$ cat config.mk
export PLATFORM = sky130hd
export DESIGN_NAME = env_sensor_supervisor_unit_flat
export DESIGN_NICKNAME = d
export VERILOG_FILES = /design/src/rtl/core/ess_pkg.sv /design/src/rtl/core/ess_ifs.sv /design/src/rtl/core/env_sensor_supervisor_unit.sv /design/src/flat_wrapper.sv
export SDC_FILE = /design/constraint.sdc
export NUM_CORES = 1
export LEC_CHECK = 0
export ABC_AREA = 1
export BUFFER_PORTS_ARGS = -buffer_cell sky130_fd_sc_hd__buf_2
export CORE_UTILIZATION = 30
export CTS_CLUSTER_DIAMETER = 200
export DETAILED_ROUTE_END_ITERATION = 16
export SKIP_CTS_REPAIR_TIMING = 1
export SYNTH_ARGS = -nofsm -noshare
export SYNTH_HDL_FRONTEND = slang
export SYNTH_SLANG_ARGS = --single-unit
$ cat constraint.sdc
create_clock -name clk -period 4.5 [get_ports clk]
set_clock_uncertainty 0.05 [all_clocks]
set_input_delay 0.675 -clock clk [delete_from_list [all_inputs] [get_ports clk]]
set_output_delay 0.675 -clock clk [all_outputs]
set_load 0.005 [all_outputs]
$ cat src/rtl/core/ess_pkg.sv
// Shared types, field widths, register indexes and limits of the environment
// sensor supervisor. No dependencies; compiled first.
package ess_pkg;

    // Default width of the millisecond time base.
    localparam int TIME_BITS_DEFAULT = 32;

    // Configuration register indexes.
    typedef enum logic [1:0] {
        REG_READ_PERIOD   = 2'd0,
        REG_RESCAN_PERIOD = 2'd1,
        REG_FAIL_LIMIT    = 2'd2
    } cfg_idx_t;

    localparam int CFG_IDX_BITS  = 2;
    localparam int CFG_DATA_BITS = 16;

    // Field types.
    typedef logic        [31:0] now_ms_t;
    typedef logic signed [15:0] temp_in_t;
    typedef logic        [15:0] hum_in_t;
    typedef logic        [17:0] pres_in_t;
    typedef logic        [7:0]  light_byte_t;
    typedef logic signed [14:0] temp_out_t;
    typedef logic        [13:0] hum_out_t;
    typedef logic        [16:0] pres_out_t;
    typedef logic        [18:0] light_out_t;
    typedef logic        [15:0] period_t;
    typedef logic        [7:0]  fail_cnt_t;

    // Register reset values.
    localparam period_t   READ_PERIOD_RST   = 16'd2000;
    localparam period_t   RESCAN_PERIOD_RST = 16'd10000;
    localparam fail_cnt_t FAIL_LIMIT_RST    = 8'd3;
    localparam fail_cnt_t FAIL_SAT          = 8'd255;

    // Plausibility window of a climate reading.
    localparam temp_in_t TEMP_MIN = -16'sd4000;
    localparam temp_in_t TEMP_MAX = 16'sd8500;
    localparam hum_in_t  HUM_MAX  = 16'd10000;
    localparam pres_in_t PRES_MIN = 18'd30000;
    localparam pres_in_t PRES_MAX = 18'd120000;

    // Light decode: mantissa shifted by exponent, times nine half-lux units.
    localparam int LIGHT_MANT_BITS = 8;
    localparam int LIGHT_EXP_MAX   = 15;
    localparam int LIGHT_SHIFT_BITS = LIGHT_MANT_BITS + LIGHT_EXP_MAX;
    localparam int LIGHT_HALF_BITS  = LIGHT_SHIFT_BITS + 4;
    localparam logic [LIGHT_HALF_BITS-1:0] LIGHT_HALF_MAX = 27'd400000;

endpackage

$ cat src/rtl/core/ess_ifs.sv
// Handshake channels of the environment sensor supervisor: poll input,
// result output and configuration write. Depends on ess_pkg.
interface ess_poll_if;
    logic                   valid;
    logic                   ready;
    ess_pkg::now_ms_t       now_ms;
    logic                   climate_answers;
    logic                   light_answers;
    logic                   climate_read_ok;
    ess_pkg::temp_in_t      temp_centi;
    ess_pkg::hum_in_t       hum_centi;
    ess_pkg::pres_in_t      pressure_pa;
    logic                   light_read_ok;
    ess_pkg::light_byte_t   light_high_byte;
    ess_pkg::light_byte_t   light_low_byte;

    modport source (
        output valid, now_ms, climate_answers, light_answers, climate_read_ok,
               temp_centi, hum_centi, pressure_pa, light_read_ok,
               light_high_byte, light_low_byte,
        input  ready
    );
    modport sink (
        input  valid, now_ms, climate_answers, light_answers, climate_read_ok,
               temp_centi, hum_centi, pressure_pa, light_read_ok,
               light_high_byte, light_low_byte,
        output ready
    );
endinterface

interface ess_result_if;
    logic                   valid;
    logic                   ready;
    logic                   online;
    logic                   healthy;
    logic                   climate_valid;
    logic                   light_valid;
    ess_pkg::temp_out_t     temp_out;
    ess_pkg::hum_out_t      hum_out;
    ess_pkg::pres_out_t     pressure_out;
    ess_pkg::light_out_t    light_half_lux;

    modport source (
        output valid, online, healthy, climate_valid, light_valid, temp_out,
               hum_out, pressure_out, light_half_lux,
        input  ready
    );
    modport sink (
        input  valid, online, healthy, climate_valid, light_valid, temp_out,
               hum_out, pressure_out, light_half_lux,
        output ready
    );
endinterface

interface ess_cfg_if;
    logic                                valid;
    logic                                ready;
    logic [ess_pkg::CFG_IDX_BITS-1:0]    index;
    logic [ess_pkg::CFG_DATA_BITS-1:0]   data;

    modport source (output valid, index, data, input ready);
    modport sink   (input valid, index, data, output ready);
endinterface

$ cat src/rtl/core/env_sensor_supervisor_unit.sv
// Environment sensor supervisor, top level and whole datapath.
// Depends on ess_pkg and the channel interfaces in ess_ifs.sv.
//
// One poll is taken every clock cycle when the result side keeps up. A poll
// first lands in an input register; when it moves on to the result slot, the
// scan/acquire decision, range checks, light decode and fail counters are
// evaluated in one pass and the state and result register are written
// together. poll.ready is high while the input register is empty or moves on
// this cycle, i.e. it follows result.ready combinationally when both
// registers hold an item. Config writes are always accepted (cfg.ready is
// tied high); write only while no poll is in flight. TIME_BITS sets the width
// of the internal time base: now_ms is truncated or zero-extended to it and
// elapsed time wraps at 2^TIME_BITS.
module env_sensor_supervisor_unit #(
    parameter int TIME_BITS = ess_pkg::TIME_BITS_DEFAULT
) (
    input  logic          clk,
    input  logic          rst_n,
    ess_poll_if.sink      poll,
    ess_result_if.source  result,
    ess_cfg_if.sink       cfg
);

    typedef logic [TIME_BITS-1:0] tstamp_t;

    // ---------------------------------------------------------------
    // Configuration registers
    // ---------------------------------------------------------------
    ess_pkg::period_t   read_period_reg;
    ess_pkg::period_t   rescan_period_reg;
    ess_pkg::fail_cnt_t fail_limit_reg;

    assign cfg.ready = 1'b1;

    always_ff @(posedge clk or negedge rst_n)
    begin
        if (!rst_n)
        begin
            read_period_reg   <= ess_pkg::READ_PERIOD_RST;
            rescan_period_reg <= ess_pkg::RESCAN_PERIOD_RST;
            fail_limit_reg    <= ess_pkg::FAIL_LIMIT_RST;
        end
        else if (cfg.valid && cfg.ready)
        begin
            unique case (cfg.index)
                ess_pkg::REG_READ_PERIOD:   read_period_reg   <= cfg.data;
                ess_pkg::REG_RESCAN_PERIOD: rescan_period_reg <= cfg.data;
                ess_pkg::REG_FAIL_LIMIT:    fail_limit_reg    <= cfg.data[7:0];
                default:                    ;  // unmapped index: drop
            endcase
        end
    end

    // ---------------------------------------------------------------
    // Input register
    // ---------------------------------------------------------------
    logic                 in_valid_reg;
    ess_pkg::now_ms_t     now_ms_reg;
    logic                 climate_answers_reg;
    logic                 light_answers_reg;
    logic                 climate_read_ok_reg;
    ess_pkg::temp_in_t    temp_centi_reg;
    ess_pkg::hum_in_t     hum_centi_reg;
    ess_pkg::pres_in_t    pressure_pa_reg;
    logic                 light_read_ok_reg;
    ess_pkg::light_byte_t light_high_reg;
    ess_pkg::light_byte_t light_low_reg;

    logic out_valid_reg;
    logic advance;

    // The poll in the input register moves on when the result slot is free
    // or being emptied this cycle.
    assign advance    = in_valid_reg && (!out_valid_reg || result.ready);
    assign poll.ready = !in_valid_reg || advance;

    always_ff @(posedge clk or negedge rst_n)
    begin
        if (!rst_n)
        begin
            in_valid_reg <= 1'b0;
        end
        else if (poll.ready)
        begin
            in_valid_reg <= poll.valid;
        end
    end

    always_ff @(posedge clk)
    begin
        if (poll.valid && poll.ready)
        begin
            now_ms_reg          <= poll.now_ms;
            climate_answers_reg <= poll.climate_answers;
            light_answers_reg   <= poll.light_answers;
            climate_read_ok_reg <= poll.climate_read_ok;
            temp_centi_reg      <= poll.temp_centi;
            hum_centi_reg       <= poll.hum_centi;
            pressure_pa_reg     <= poll.pressure_pa;
            light_read_ok_reg   <= poll.light_read_ok;
            light_high_reg      <= poll.light_high_byte;
            light_low_reg       <= poll.light_low_byte;
        end
    end

    // ---------------------------------------------------------------
    // Supervisor state
    // ---------------------------------------------------------------
    logic                first_pending_reg, first_pending_next;
    logic                present_reg, present_next;
    logic                climate_online_reg, climate_online_next;
    logic                light_online_reg, light_online_next;
    ess_pkg::fail_cnt_t  climate_fails_reg, climate_fails_next;
    ess_pkg::fail_cnt_t  light_fails_reg, light_fails_next;
    logic                climate_ok_reg, climate_ok_next;
    logic                light_ok_reg, light_ok_next;
    ess_pkg::temp_out_t  temp_cache_reg, temp_cache_next;
    ess_pkg::hum_out_t   hum_cache_reg, hum_cache_next;
    ess_pkg::pres_out_t  pres_cache_reg, pres_cache_next;
    ess_pkg::light_out_t light_cache_reg, light_cache_next;
    tstamp_t             last_read_reg, last_read_next;
    tstamp_t             last_scan_reg, last_scan_next;

    // ---------------------------------------------------------------
    // Per-poll evaluation
    // ---------------------------------------------------------------
    tstamp_t now_t;
    logic    scan_due;
    logic    read_due;
    logic    climate_alive;
    logic    light_alive;
    logic    climate_good;
    logic    light_good;
    ess_pkg::fail_cnt_t climate_fails_bump;
    ess_pkg::fail_cnt_t light_fails_bump;

    logic [3:0]                                light_exp;
    logic [ess_pkg::LIGHT_MANT_BITS-1:0]       light_mant;
    logic [ess_pkg::LIGHT_SHIFT_BITS-1:0]      light_shifted;
    logic [ess_pkg::LIGHT_HALF_BITS-1:0]       light_half;

    assign now_t = TIME_BITS'(now_ms_reg);

    // Elapsed time wraps with the time base.
    assign scan_due = (tstamp_t'(now_t - last_scan_reg)) >= TIME_BITS'(rescan_period_reg);
    assign read_due = (tstamp_t'(now_t - last_read_reg)) >= TIME_BITS'(read_period_reg);

    assign climate_alive = climate_online_reg && climate_answers_reg;
    assign light_alive   = light_online_reg && light_answers_reg;

    assign climate_good = climate_read_ok_reg
                       && (temp_centi_reg >= ess_pkg::TEMP_MIN)
                       && (temp_centi_reg <= ess_pkg::TEMP_MAX)
                       && (hum_centi_reg <= ess_pkg::HUM_MAX)
                       && (pressure_pa_reg >= ess_pkg::PRES_MIN)
                       && (pressure_pa_reg <= ess_pkg::PRES_MAX);

    // Light: exponent in the high nibble, eight mantissa bits split across
    // both bytes; scale by nine as (x << 3) + x.
    assign light_exp     = light_high_reg[7:4];
    assign light_mant    = {light_high_reg[3:0], light_low_reg[7:4]};
    assign light_shifted = ess_pkg::LIGHT_SHIFT_BITS'(light_mant) << light_exp;
    assign light_half    = ess_pkg::LIGHT_HALF_BITS'({light_shifted, 3'b000})
                         + ess_pkg::LIGHT_HALF_BITS'(light_shifted);
    assign light_good    = light_read_ok_reg && (light_half <= ess_pkg::LIGHT_HALF_MAX);

    // Saturating fail counters.
    assign climate_fails_bump = (climate_fails_reg == ess_pkg::FAIL_SAT)
                              ? climate_fails_reg : climate_fails_reg + 8'd1;
    assign light_fails_bump   = (light_fails_reg == ess_pkg::FAIL_SAT)
                              ? light_fails_reg : light_fails_reg + 8'd1;

    always_comb
    begin
        first_pending_next  = first_pending_reg;
        present_next        = present_reg;
        climate_online_next = climate_online_reg;
        light_online_next   = light_online_reg;
        climate_fails_next  = climate_fails_reg;
        light_fails_next    = light_fails_reg;
        climate_ok_next     = climate_ok_reg;
        light_ok_next       = light_ok_reg;
        temp_cache_next     = temp_cache_reg;
        hum_cache_next      = hum_cache_reg;
        pres_cache_next     = pres_cache_reg;
        light_cache_next    = light_cache_reg;
        last_read_next      = last_read_reg;
        last_scan_next      = last_scan_reg;

        if (first_pending_reg)
        begin
            // First poll: scan now and back-date both timers so the next
            // poll rescans or acquires straight away.
            first_pending_next  = 1'b0;
            last_scan_next      = now_t - TIME_BITS'(rescan_period_reg);
            last_read_next      = now_t - TIME_BITS'(read_period_reg);
            climate_online_next = climate_answers_reg;
            light_online_next   = light_answers_reg;
            climate_fails_next  = '0;
            light_fails_next    = '0;
            present_next        = climate_answers_reg || light_answers_reg;
        end
        else if (!present_reg)
        begin
            if (scan_due)
            begin
                last_scan_next      = now_t;
                climate_online_next = climate_answers_reg;
                light_online_next   = light_answers_reg;
                climate_fails_next  = '0;
                light_fails_next    = '0;
                present_next        = climate_answers_reg || light_answers_reg;
            end
        end
        else if (read_due)
        begin
            last_read_next = now_t;
            if (!climate_alive && !light_alive)
            begin
                // Both sensors gone silent: drop offline and restart the
                // rescan timer.
                present_next    = 1'b0;
                climate_ok_next = 1'b0;
                light_ok_next   = 1'b0;
                last_scan_next  = now_t;
            end
            else
            begin
                if (climate_alive)
                begin
                    if (climate_good)
                    begin
                        temp_cache_next    = temp_centi_reg[14:0];
                        hum_cache_next     = hum_centi_reg[13:0];
                        pres_cache_next    = pressure_pa_reg[16:0];
                        climate_fails_next = '0;
                        climate_ok_next    = 1'b1;
                    end
                    else
                    begin
                        climate_fails_next = climate_fails_bump;
                        if (climate_fails_bump >= fail_limit_reg)
                        begin
                            climate_ok_next = 1'b0;
                        end
                    end
                end
                if (light_alive)
                begin
                    if (light_good)
                    begin
                        light_cache_next = light_half[18:0];
                        light_fails_next = '0;
                        light_ok_next    = 1'b1;
                    end
                    else
                    begin
                        light_fails_next = light_fails_bump;
                        if (light_fails_bump >= fail_limit_reg)
                        begin
                            light_ok_next = 1'b0;
                        end
                    end
                end
            end
        end
    end

    // Commit state only when the poll actually moves into the result slot.
    always_ff @(posedge clk or negedge rst_n)
    begin
        if (!rst_n)
        begin
            first_pending_reg  <= 1'b1;
            present_reg        <= 1'b0;
            climate_online_reg <= 1'b0;
            light_online_reg   <= 1'b0;
            climate_fails_reg  <= '0;
            light_fails_reg    <= '0;
            climate_ok_reg     <= 1'b0;
            light_ok_reg       <= 1'b0;
            temp_cache_reg     <= '0;
            hum_cache_reg      <= '0;
            pres_cache_reg     <= '0;
            light_cache_reg    <= '0;
            last_read_reg      <= '0;
            last_scan_reg      <= '0;
        end
        else if (advance)
        begin
            first_pending_reg  <= first_pending_next;
            present_reg        <= present_next;
            climate_online_reg <= climate_online_next;
            light_online_reg   <= light_online_next;
            climate_fails_reg  <= climate_fails_next;
            light_fails_reg    <= light_fails_next;
            climate_ok_reg     <= climate_ok_next;
            light_ok_reg       <= light_ok_next;
            temp_cache_reg     <= temp_cache_next;
            hum_cache_reg      <= hum_cache_next;
            pres_cache_reg     <= pres_cache_next;
            light_cache_reg    <= light_cache_next;
            last_read_reg      <= last_read_next;
            last_scan_reg      <= last_scan_next;
        end
    end

    // ---------------------------------------------------------------
    // Result register
    // ---------------------------------------------------------------
    logic                online_reg;
    logic                healthy_reg;
    logic                climate_valid_reg;
    logic                light_valid_reg;
    ess_pkg::temp_out_t  temp_out_reg;
    ess_pkg::hum_out_t   hum_out_reg;
    ess_pkg::pres_out_t  pres_out_reg;
    ess_pkg::light_out_t light_out_reg;

    always_ff @(posedge clk or negedge rst_n)
    begin
        if (!rst_n)
        begin
            out_valid_reg <= 1'b0;
        end
        else if (advance)
        begin
            out_valid_reg <= 1'b1;
        end
        else if (result.ready)
        begin
            out_valid_reg <= 1'b0;
        end
    end

    always_ff @(posedge clk)
    begin
        if (advance)
        begin
            online_reg        <= present_next;
            healthy_reg       <= present_next && (climate_fails_next < fail_limit_reg);
            climate_valid_reg <= climate_ok_next;
            light_valid_reg   <= light_ok_next;
            temp_out_reg      <= temp_cache_next;
            hum_out_reg       <= hum_cache_next;
            pres_out_reg      <= pres_cache_next;
            light_out_reg     <= light_cache_next;
        end
    end

    assign result.valid          = out_valid_reg;
    assign result.online         = online_reg;
    assign result.healthy        = healthy_reg;
    assign result.climate_valid  = climate_valid_reg;
    assign result.light_valid    = light_valid_reg;
    assign result.temp_out       = temp_out_reg;
    assign result.hum_out        = hum_out_reg;
    assign result.pressure_out   = pres_out_reg;
    assign result.light_half_lux = light_out_reg;

endmodule
$ cat src/flat_wrapper.sv
// flat-port wrapper written by rule: the top's interface ports become plain ports
module env_sensor_supervisor_unit_flat 
#(
    parameter int TIME_BITS = ess_pkg::TIME_BITS_DEFAULT
)
  (clk, rst_n, poll_valid, poll_now_ms, poll_climate_answers, poll_light_answers, poll_climate_read_ok, poll_temp_centi, poll_hum_centi, poll_pressure_pa, poll_light_read_ok, poll_light_high_byte, poll_light_low_byte, poll_ready, result_valid, result_online, result_healthy, result_climate_valid, result_light_valid, result_temp_out, result_hum_out, result_pressure_out, result_light_half_lux, result_ready, cfg_valid, cfg_index, cfg_data, cfg_ready);
  ess_poll_if poll_i ();
  ess_result_if result_i ();
  ess_cfg_if cfg_i ();
  input  logic clk;
  input  logic rst_n;
  input wire logic [$bits(poll_i.valid)-1:0] poll_valid;
  input wire logic [$bits(poll_i.now_ms)-1:0] poll_now_ms;
  input wire logic [$bits(poll_i.climate_answers)-1:0] poll_climate_answers;
  input wire logic [$bits(poll_i.light_answers)-1:0] poll_light_answers;
  input wire logic [$bits(poll_i.climate_read_ok)-1:0] poll_climate_read_ok;
  input wire logic [$bits(poll_i.temp_centi)-1:0] poll_temp_centi;
  input wire logic [$bits(poll_i.hum_centi)-1:0] poll_hum_centi;
  input wire logic [$bits(poll_i.pressure_pa)-1:0] poll_pressure_pa;
  input wire logic [$bits(poll_i.light_read_ok)-1:0] poll_light_read_ok;
  input wire logic [$bits(poll_i.light_high_byte)-1:0] poll_light_high_byte;
  input wire logic [$bits(poll_i.light_low_byte)-1:0] poll_light_low_byte;
  output wire logic [$bits(poll_i.ready)-1:0] poll_ready;
  output wire logic [$bits(result_i.valid)-1:0] result_valid;
  output wire logic [$bits(result_i.online)-1:0] result_online;
  output wire logic [$bits(result_i.healthy)-1:0] result_healthy;
  output wire logic [$bits(result_i.climate_valid)-1:0] result_climate_valid;
  output wire logic [$bits(result_i.light_valid)-1:0] result_light_valid;
  output wire logic [$bits(result_i.temp_out)-1:0] result_temp_out;
  output wire logic [$bits(result_i.hum_out)-1:0] result_hum_out;
  output wire logic [$bits(result_i.pressure_out)-1:0] result_pressure_out;
  output wire logic [$bits(result_i.light_half_lux)-1:0] result_light_half_lux;
  input wire logic [$bits(result_i.ready)-1:0] result_ready;
  input wire logic [$bits(cfg_i.valid)-1:0] cfg_valid;
  input wire logic [$bits(cfg_i.index)-1:0] cfg_index;
  input wire logic [$bits(cfg_i.data)-1:0] cfg_data;
  output wire logic [$bits(cfg_i.ready)-1:0] cfg_ready;
  assign poll_i.valid = poll_valid;
  assign poll_i.now_ms = poll_now_ms;
  assign poll_i.climate_answers = poll_climate_answers;
  assign poll_i.light_answers = poll_light_answers;
  assign poll_i.climate_read_ok = poll_climate_read_ok;
  assign poll_i.temp_centi = poll_temp_centi;
  assign poll_i.hum_centi = poll_hum_centi;
  assign poll_i.pressure_pa = poll_pressure_pa;
  assign poll_i.light_read_ok = poll_light_read_ok;
  assign poll_i.light_high_byte = poll_light_high_byte;
  assign poll_i.light_low_byte = poll_light_low_byte;
  assign poll_ready = poll_i.ready;
  assign result_valid = result_i.valid;
  assign result_online = result_i.online;
  assign result_healthy = result_i.healthy;
  assign result_climate_valid = result_i.climate_valid;
  assign result_light_valid = result_i.light_valid;
  assign result_temp_out = result_i.temp_out;
  assign result_hum_out = result_i.hum_out;
  assign result_pressure_out = result_i.pressure_out;
  assign result_light_half_lux = result_i.light_half_lux;
  assign result_i.ready = result_ready;
  assign cfg_i.valid = cfg_valid;
  assign cfg_i.index = cfg_index;
  assign cfg_i.data = cfg_data;
  assign cfg_ready = cfg_i.ready;
  env_sensor_supervisor_unit #(.TIME_BITS(TIME_BITS)) u_core (.clk(clk), .rst_n(rst_n), .poll(poll_i), .result(result_i), .cfg(cfg_i));
endmodule
Yosys cells after proc, flatten, opt, wreduce, memory -nomap -nowiden. Cells that the tools add are included.

$add $sub $neg: 7. Order comparisons: 11. Eq/ne operators: 9. Shift-type cells: 1. Multiplexer cells: 75. Reductions and logical operators: 32.

Operators by type and width (count): $mux W32 (8); $mux W8 (16); $mux W19 (6); $mux W17 (6); $mux W15 (6); $mux W14 (6); $ge A32 B16 Y1 (2); $sub A32 B16 Y32 (2); $sub A32 B32 Y32 (2); $add A26 B23 Y27 (1); $le A27 B19 Y1 const B (1); $mux W1 (27); $shl A8 B4 Y23 (1); $ge A18 B15 Y1 const B (1); $le A18 B17 Y1 const B (1); $add A8 B1 Y8 const B (2); $eq A8 B8 Y1 const B (2); $ge A16 B13 Y1 const B (1); $ge A8 B8 Y1 (2); $le A16 B14 Y1 const B (1); $le A16 B15 Y1 const B (1); $logic_and A1 B1 Y1 (12); $ne A3 B2 Y1 const B (4); $lt A8 B8 Y1 (1); other kinds (12) (23).

Flip-flop bits (word level): 364. Input port bits: 125. Output and inout port bits: 72. Logic and storage cells: 172.

Depth between registers and ports, before layout.
Depth in word-level cells: 14. Depth in mapped cells: 32.

Worst setup path after synthesis. No wires, ideal clock.

Path type: flip-flop to flip-flop. Start point: register u_core.now_ms_reg[1]. End point: register u_core.healthy_reg, in the netlist u_core.result.healthy (data pin). Library setup time: 0.146 ns. Arrival time: 3.854 ns. Required time: 4.304 ns. Setup slack: 0.450 ns. Stages on the path, launching flop included: 29. Buffers on the path: 1. Path through: edfxtp_1 > inv_1 > fa_1 > inv_1 > nand2_1 > nand3_1 > nand2_1 > nand2_1 > xor2_1 > ha_1 > nand2_1 > nor2_1 > a211oi_1 > nand3_1 > nor2_1 > nand3_2 > nor2_4 > nand2_4 > nand2_1 > buf_4 > a21oi_1 > a22oi_1 > nor2_1 > ha_1 > a21oi_1 > nor2_1 > a211oi_1 > nand2_1 > a21oi_1.

Cells in the longest elaborated chain, start to end: 7.

RTL lines: from (decl) (RTL line env_sensor_supervisor_unit.sv:58) `ess_pkg::now_ms_t now_ms_reg;`; from (signal assigned) (RTL line env_sensor_supervisor_unit.sv:93) `now_ms_reg <= poll.now_ms;`; $sub A32 B32 Y32, on equally long branches (RTL line env_sensor_supervisor_unit.sv:145, env_sensor_supervisor_unit.sv:146); $ge A32 B16 Y1, on equally long branches (RTL line env_sensor_supervisor_unit.sv:145, env_sensor_supervisor_unit.sv:146); $mux W8, on equally long branches (RTL line env_sensor_supervisor_unit.sv:205, env_sensor_supervisor_unit.sv:215); $mux W8 (*) (RTL line env_sensor_supervisor_unit.sv:203) `else if (!present_reg)`; $mux W8 (*) (RTL line env_sensor_supervisor_unit.sv:190) `if (first_pending_reg)`; net u_core.climate_fails_next[5] (RTL line env_sensor_supervisor_unit.sv:113) `ess_pkg::fail_cnt_t climate_fails_reg, climate_fails_next;`; $lt A8 B8 Y1 (*) (RTL line env_sensor_supervisor_unit.sv:341) `healthy_reg <= present_next && (climate_fails_next < fail_limit_reg);`; $logic_and A1 B1 Y1 (*) (RTL line env_sensor_supervisor_unit.sv:341); to (signal assigned) (RTL line env_sensor_supervisor_unit.sv:341); to (decl) (RTL line env_sensor_supervisor_unit.sv:312) `logic healthy_reg;`.

Mark *: on every way through the listed nets, which the timed path passes. The rest lies on a longest branch. A chain may end at the register's enable or synchronous reset.

Worst setup path after layout.
Start point: register u_core.now_ms_reg[7]. End point: register u_core.healthy_reg, in the netlist u_core.result.healthy (data pin).

Same word-level chain as after synthesis.

==> impl_metrics.tcl <==
set metrics [dict create \
    grt_pass1_wl_mm 117 \
    drive_gt1_frac 0.177 \
    hold_viol 0 \
    gp_congestion 0.886 \
    worst-path-max-fanout 6 \
    ir_drop_uv 299 \
    seq_area_frac_synth 0.391 \
    die-width_um 292 \
    layout.cells.non_filler 4825 \
    nFillCells 8725 \
    synth_compound_area_frac 0.112 \
    place_area_um2 28400 \
    main_combinational_cell_family_by_area_after_synthesis "simple AND/OR/NAND/NOR gates" \
    post-route-cell-area_um2 30400 \
    final.min_clock_period_ns 4.48 \
    number_of_buffers_added_by_the_clock_tree_synthesis_step 45 \
    drc_marker_count_from_the_first_detailed_route_iteration 1414 \
    cp-end-kind "flip-flop" \
    synthToLayoutAreaGrowth_pct 20.5 \
    cts.sinks 360 \
    start_util 0.303 \
    cap_violations 0 \
    timing.critical_path.slowest_cell_delay_ns 0.49 \
    synth_simple_gate_area_share 0.275 \
    dp_hpwl_mm 57.7 \
    worst_pin_slew_ns 1.04 \
    setup_repair_after_global_routing_missed_its_margin "yes" \
    pwr-share-seq 0.274 \
    cell_with_the_most_instances_on_the_worst_path "nand2_1" \
    dominantRegCellSynth "dfrtp_1" \
    grt_max_degree 130 \
    post_synthesis_xor_xnor_area_fraction 0.0330 \
    grt_pass1_vias 22100 \
    clock_pin_slew_on_the_worst_setup_and_hold_paths_ns 0.06 \
    cp_top_family "simple AND/OR/NAND/NOR gates" \
    critical_path.startpoint "u_core.now_ms_reg[7]" \
    critical_r2r_launch "u_core.now_ms_reg[7]" \
    postSynthRegisterBits 360 \
    die_height_um 292 \
    netlist_instances 3371 \
    r2r_cells 30 \
    wl_final_mm 74.1 \
    clk-insertion-delay-late_ns 0.62 \
    swShare 0.415 \
    fmax_mhz 223 \
    drt-pass1-iter-count 5 \
    synth-edff-count 167 \
    power.net_switching_mw 6.91 \
    ctsHtreeMaxLevel 2 \
    final_period_utilization 0.996 \
    power.static_leakage_nw 14.9 \
    placed_cells 4722 \
    cts-root-to-sink-buffers 3 \
    cell_rows 106 \
    final_antenna_net_count 0 \
    drv_slew 0 \
    netlist_area_um2 25300 \
    multiInputGateArea_um2 13200 \
    nets 4009 \
    cellInternalPower_mw 9.74 \
    worst_setup_path_start_kind "flip-flop" \
    n_antenna_cell 0 \
    cts_tree "done" \
    post_synth_num_cell_types 62 \
    floorplan.die_area_um2 85300 \
    area.sequential_um2 9860 \
    crit_slowest_cell "edfxtp_1" \
    share_clk_of_total_power 0.230 \
    portBuffers 191 \
    grt.total_usage 0.173 \
    grt_overflow_total 0 \
    crit_buf_inv 5 \
    p_per_area_nw_per_um2 547 \
    synth_nets 3672 \
    hold_path_class "in -> async" \
    initial_antenna_violation_count 2 \
    timing.final.setup_violations 0 \
    worstSetupPathDepth 30 \
    worst_ep_arrival_time_ns 4.80 \
    remaining_drc_errors 0 \
    viasPerCell 4.63 \
    synth_async_sr_flop_share 0.536 \
    worst_ep_required_time_ns 4.82 \
    worstSetupPathType "reg -> reg" \
    routedWlPerCell_um 15.4 \
    vias 22400 \
    run_status "complete, no violations" \
    synth.yosys.warnings 0 \
    floorplan.core_area_um2 83400 \
    yosys-mux-area-fraction 0.00188 \
    power_frac_comb 0.495 \
    clock_tree.root_cell "clkbuf_16" \
    io-pin-count 197 \
    synth_fa_ha_area_frac 0.0887 \
    hold_slack_ns 0.0631 \
    max_slew_headroom 0.303 \
    post_synth.cell_area_avg_um2 7.49 \
]
[cell type report]
cell class                 instances  share of cell area
sequential                       360               0.324
multi-input combinational       2389               0.433
tap                             1080              0.0444
timing repair buffer             360              0.0768
clock inverter                    22             0.00978
clock buffer                      62              0.0428
inverter                         552              0.0689
[logic make-up (layout without fill, tap and decap cells)]
kind of cell / Yosys count / in the layout
buffers and inverters: 622 / 996
XOR/XNOR: 95 / 95
adder cells (fa/ha/maj): 176 / 176
AO/OA/AOI/OAI: 491 / 491
multiplexers: 4 / 4
flip-flops: 360 / 360
AND/OR/NAND/NOR: 1622 / 1622
other: 1 / 1
[cell usage in the layout, fill, tap and decap left out, types with 21 or more instances in the layout]
| cell | Yosys | layout |
|---|---|---|
| ha_1 | 171 | 156 |
| o21ai_2 | 42 | 43 |
| a21oi_1 | 151 | 146 |
| xor2_1 | 72 | 70 |
| xnor2_1 | 23 | 22 |
| buf_4 | 7 | 159 |
| inv_1 | 530 | 526 |
| a31oi_1 | 31 | 30 |
| nand2_1 | 983 | 979 |
| and2_1 | 22 | 22 |
| clkbuf_16 | 0 | 47 |
| nor3_1 | 40 | 39 |
| buf_2 | 15 | 190 |
| edfxtp_1 | 167 | 167 |
| o21ai_1 | 16 | 26 |
| dfrtp_1 | 179 | 179 |
| nand3_1 | 183 | 181 |
| nand4_1 | 31 | 31 |
| nor2_2 | 13 | 21 |
| nor2_1 | 254 | 245 |
| nand2_2 | 41 | 45 |
| o21ai_0 | 199 | 188 |
[worst paths after layout]
| kind | slack [ns] | to |
|---|---|---|
| hold / removal | 0.06 | u_core.temp_cache_reg[2] |
| setup reg to reg | 0.02 | u_core.result.healthy |
| setup / recovery | 0.02 | u_core.result.healthy |
| min in group clk | 0.18 | u_core.temp_centi_reg[15] |
| hold reg to reg | 0.43 | u_core.light_cache_reg[2] |
| max in group asynchronous | 3.23 | u_core.light_cache_reg[2] |
[cells in the mapped netlist (3+ instances only)]
master | number | area, µm²
nand2_2 | 41 | 257
xnor2_1 | 23 | 201
and2_1 | 22 | 138
clkbuf_1 | 32 | 120
nand3_2 | 14 | 140
buf_2 | 15 | 75.1
o21bai_1 | 16 | 120
a31oi_1 | 31 | 194
a21o_1 | 6 | 45.0
a211oi_1 | 7 | 52.6
edfxtp_1 | 167 | 5010
nor3_2 | 4 | 40.0
dfrtp_1 | 179 | 4480
inv_2 | 20 | 75.1
buf_6 | 6 | 67.6
nand3_1 | 183 | 916
nand3b_1 | 8 | 60.1
nor3_1 | 40 | 200
buf_1 | 6 | 22.5
buf_4 | 7 | 52.6
o21ai_1 | 16 | 80.1
a22oi_1 | 4 | 30.0
o21ai_0 | 199 | 996
o21ai_2 | 42 | 368
xor2_1 | 72 | 631
nor2_1 | 254 | 953
ha_1 | 171 | 2140
a21oi_1 | 151 | 756
or2_2 | 5 | 31.3
nand4_1 | 31 | 194
nor2_2 | 13 | 81.3
nand2_1 | 983 | 3690
inv_1 | 530 | 1990
nor2_4 | 6 | 67.6
o211ai_1 | 4 | 30.0
fa_1 | 5 | 100
o21a_1 | 3 | 22.5
buf_12 | 4 | 80.1
dfstp_2 | 14 | 368
nor4_1 | 7 | 43.8
[power by group through the flow]
| stage | sequential (mW) | combinational [mW] | clock (mW) |
|---|---|---|---|
| 6_report | 4.57 | 8.25 | 3.83 |
| 3_5_place_dp | 4.63 | 7.96 | 0 |
| 5_1_grt | 4.65 | 9.42 | 4.06 |
| 2_1_floorplan | 4.54 | 5.44 | 0 |
| 4_1_cts | 4.57 | 8.01 | 3.96 |
| 3_3_place_gp | 4.62 | 7.90 | 0 |
[per-layer routing]
metal / part of all wire / track usage
met1: 0.44 / 0.217
met4: 0.022 / 0.0434
met3: 0.046 / 0.0291
met5: 0.00030 / 0
met2: 0.49 / 0.304
[per-stage QoR]
step	total power, mW	util	TNS, ns	setup WS [ns]
2_1_floorplan	9.98	-	0	0.450
3_3_place_gp	12.5	0.340	-0.152	-0.152
3_5_place_dp	12.6	0.340	-0.127	-0.127
4_1_cts	16.5	0.359	-0.128	-0.128
5_1_grt	18.1	0.365	-0.353	-0.258
6_report	16.6	0.365	0	0.0159
No activity file was read; power rests on OpenSTA's default activity.
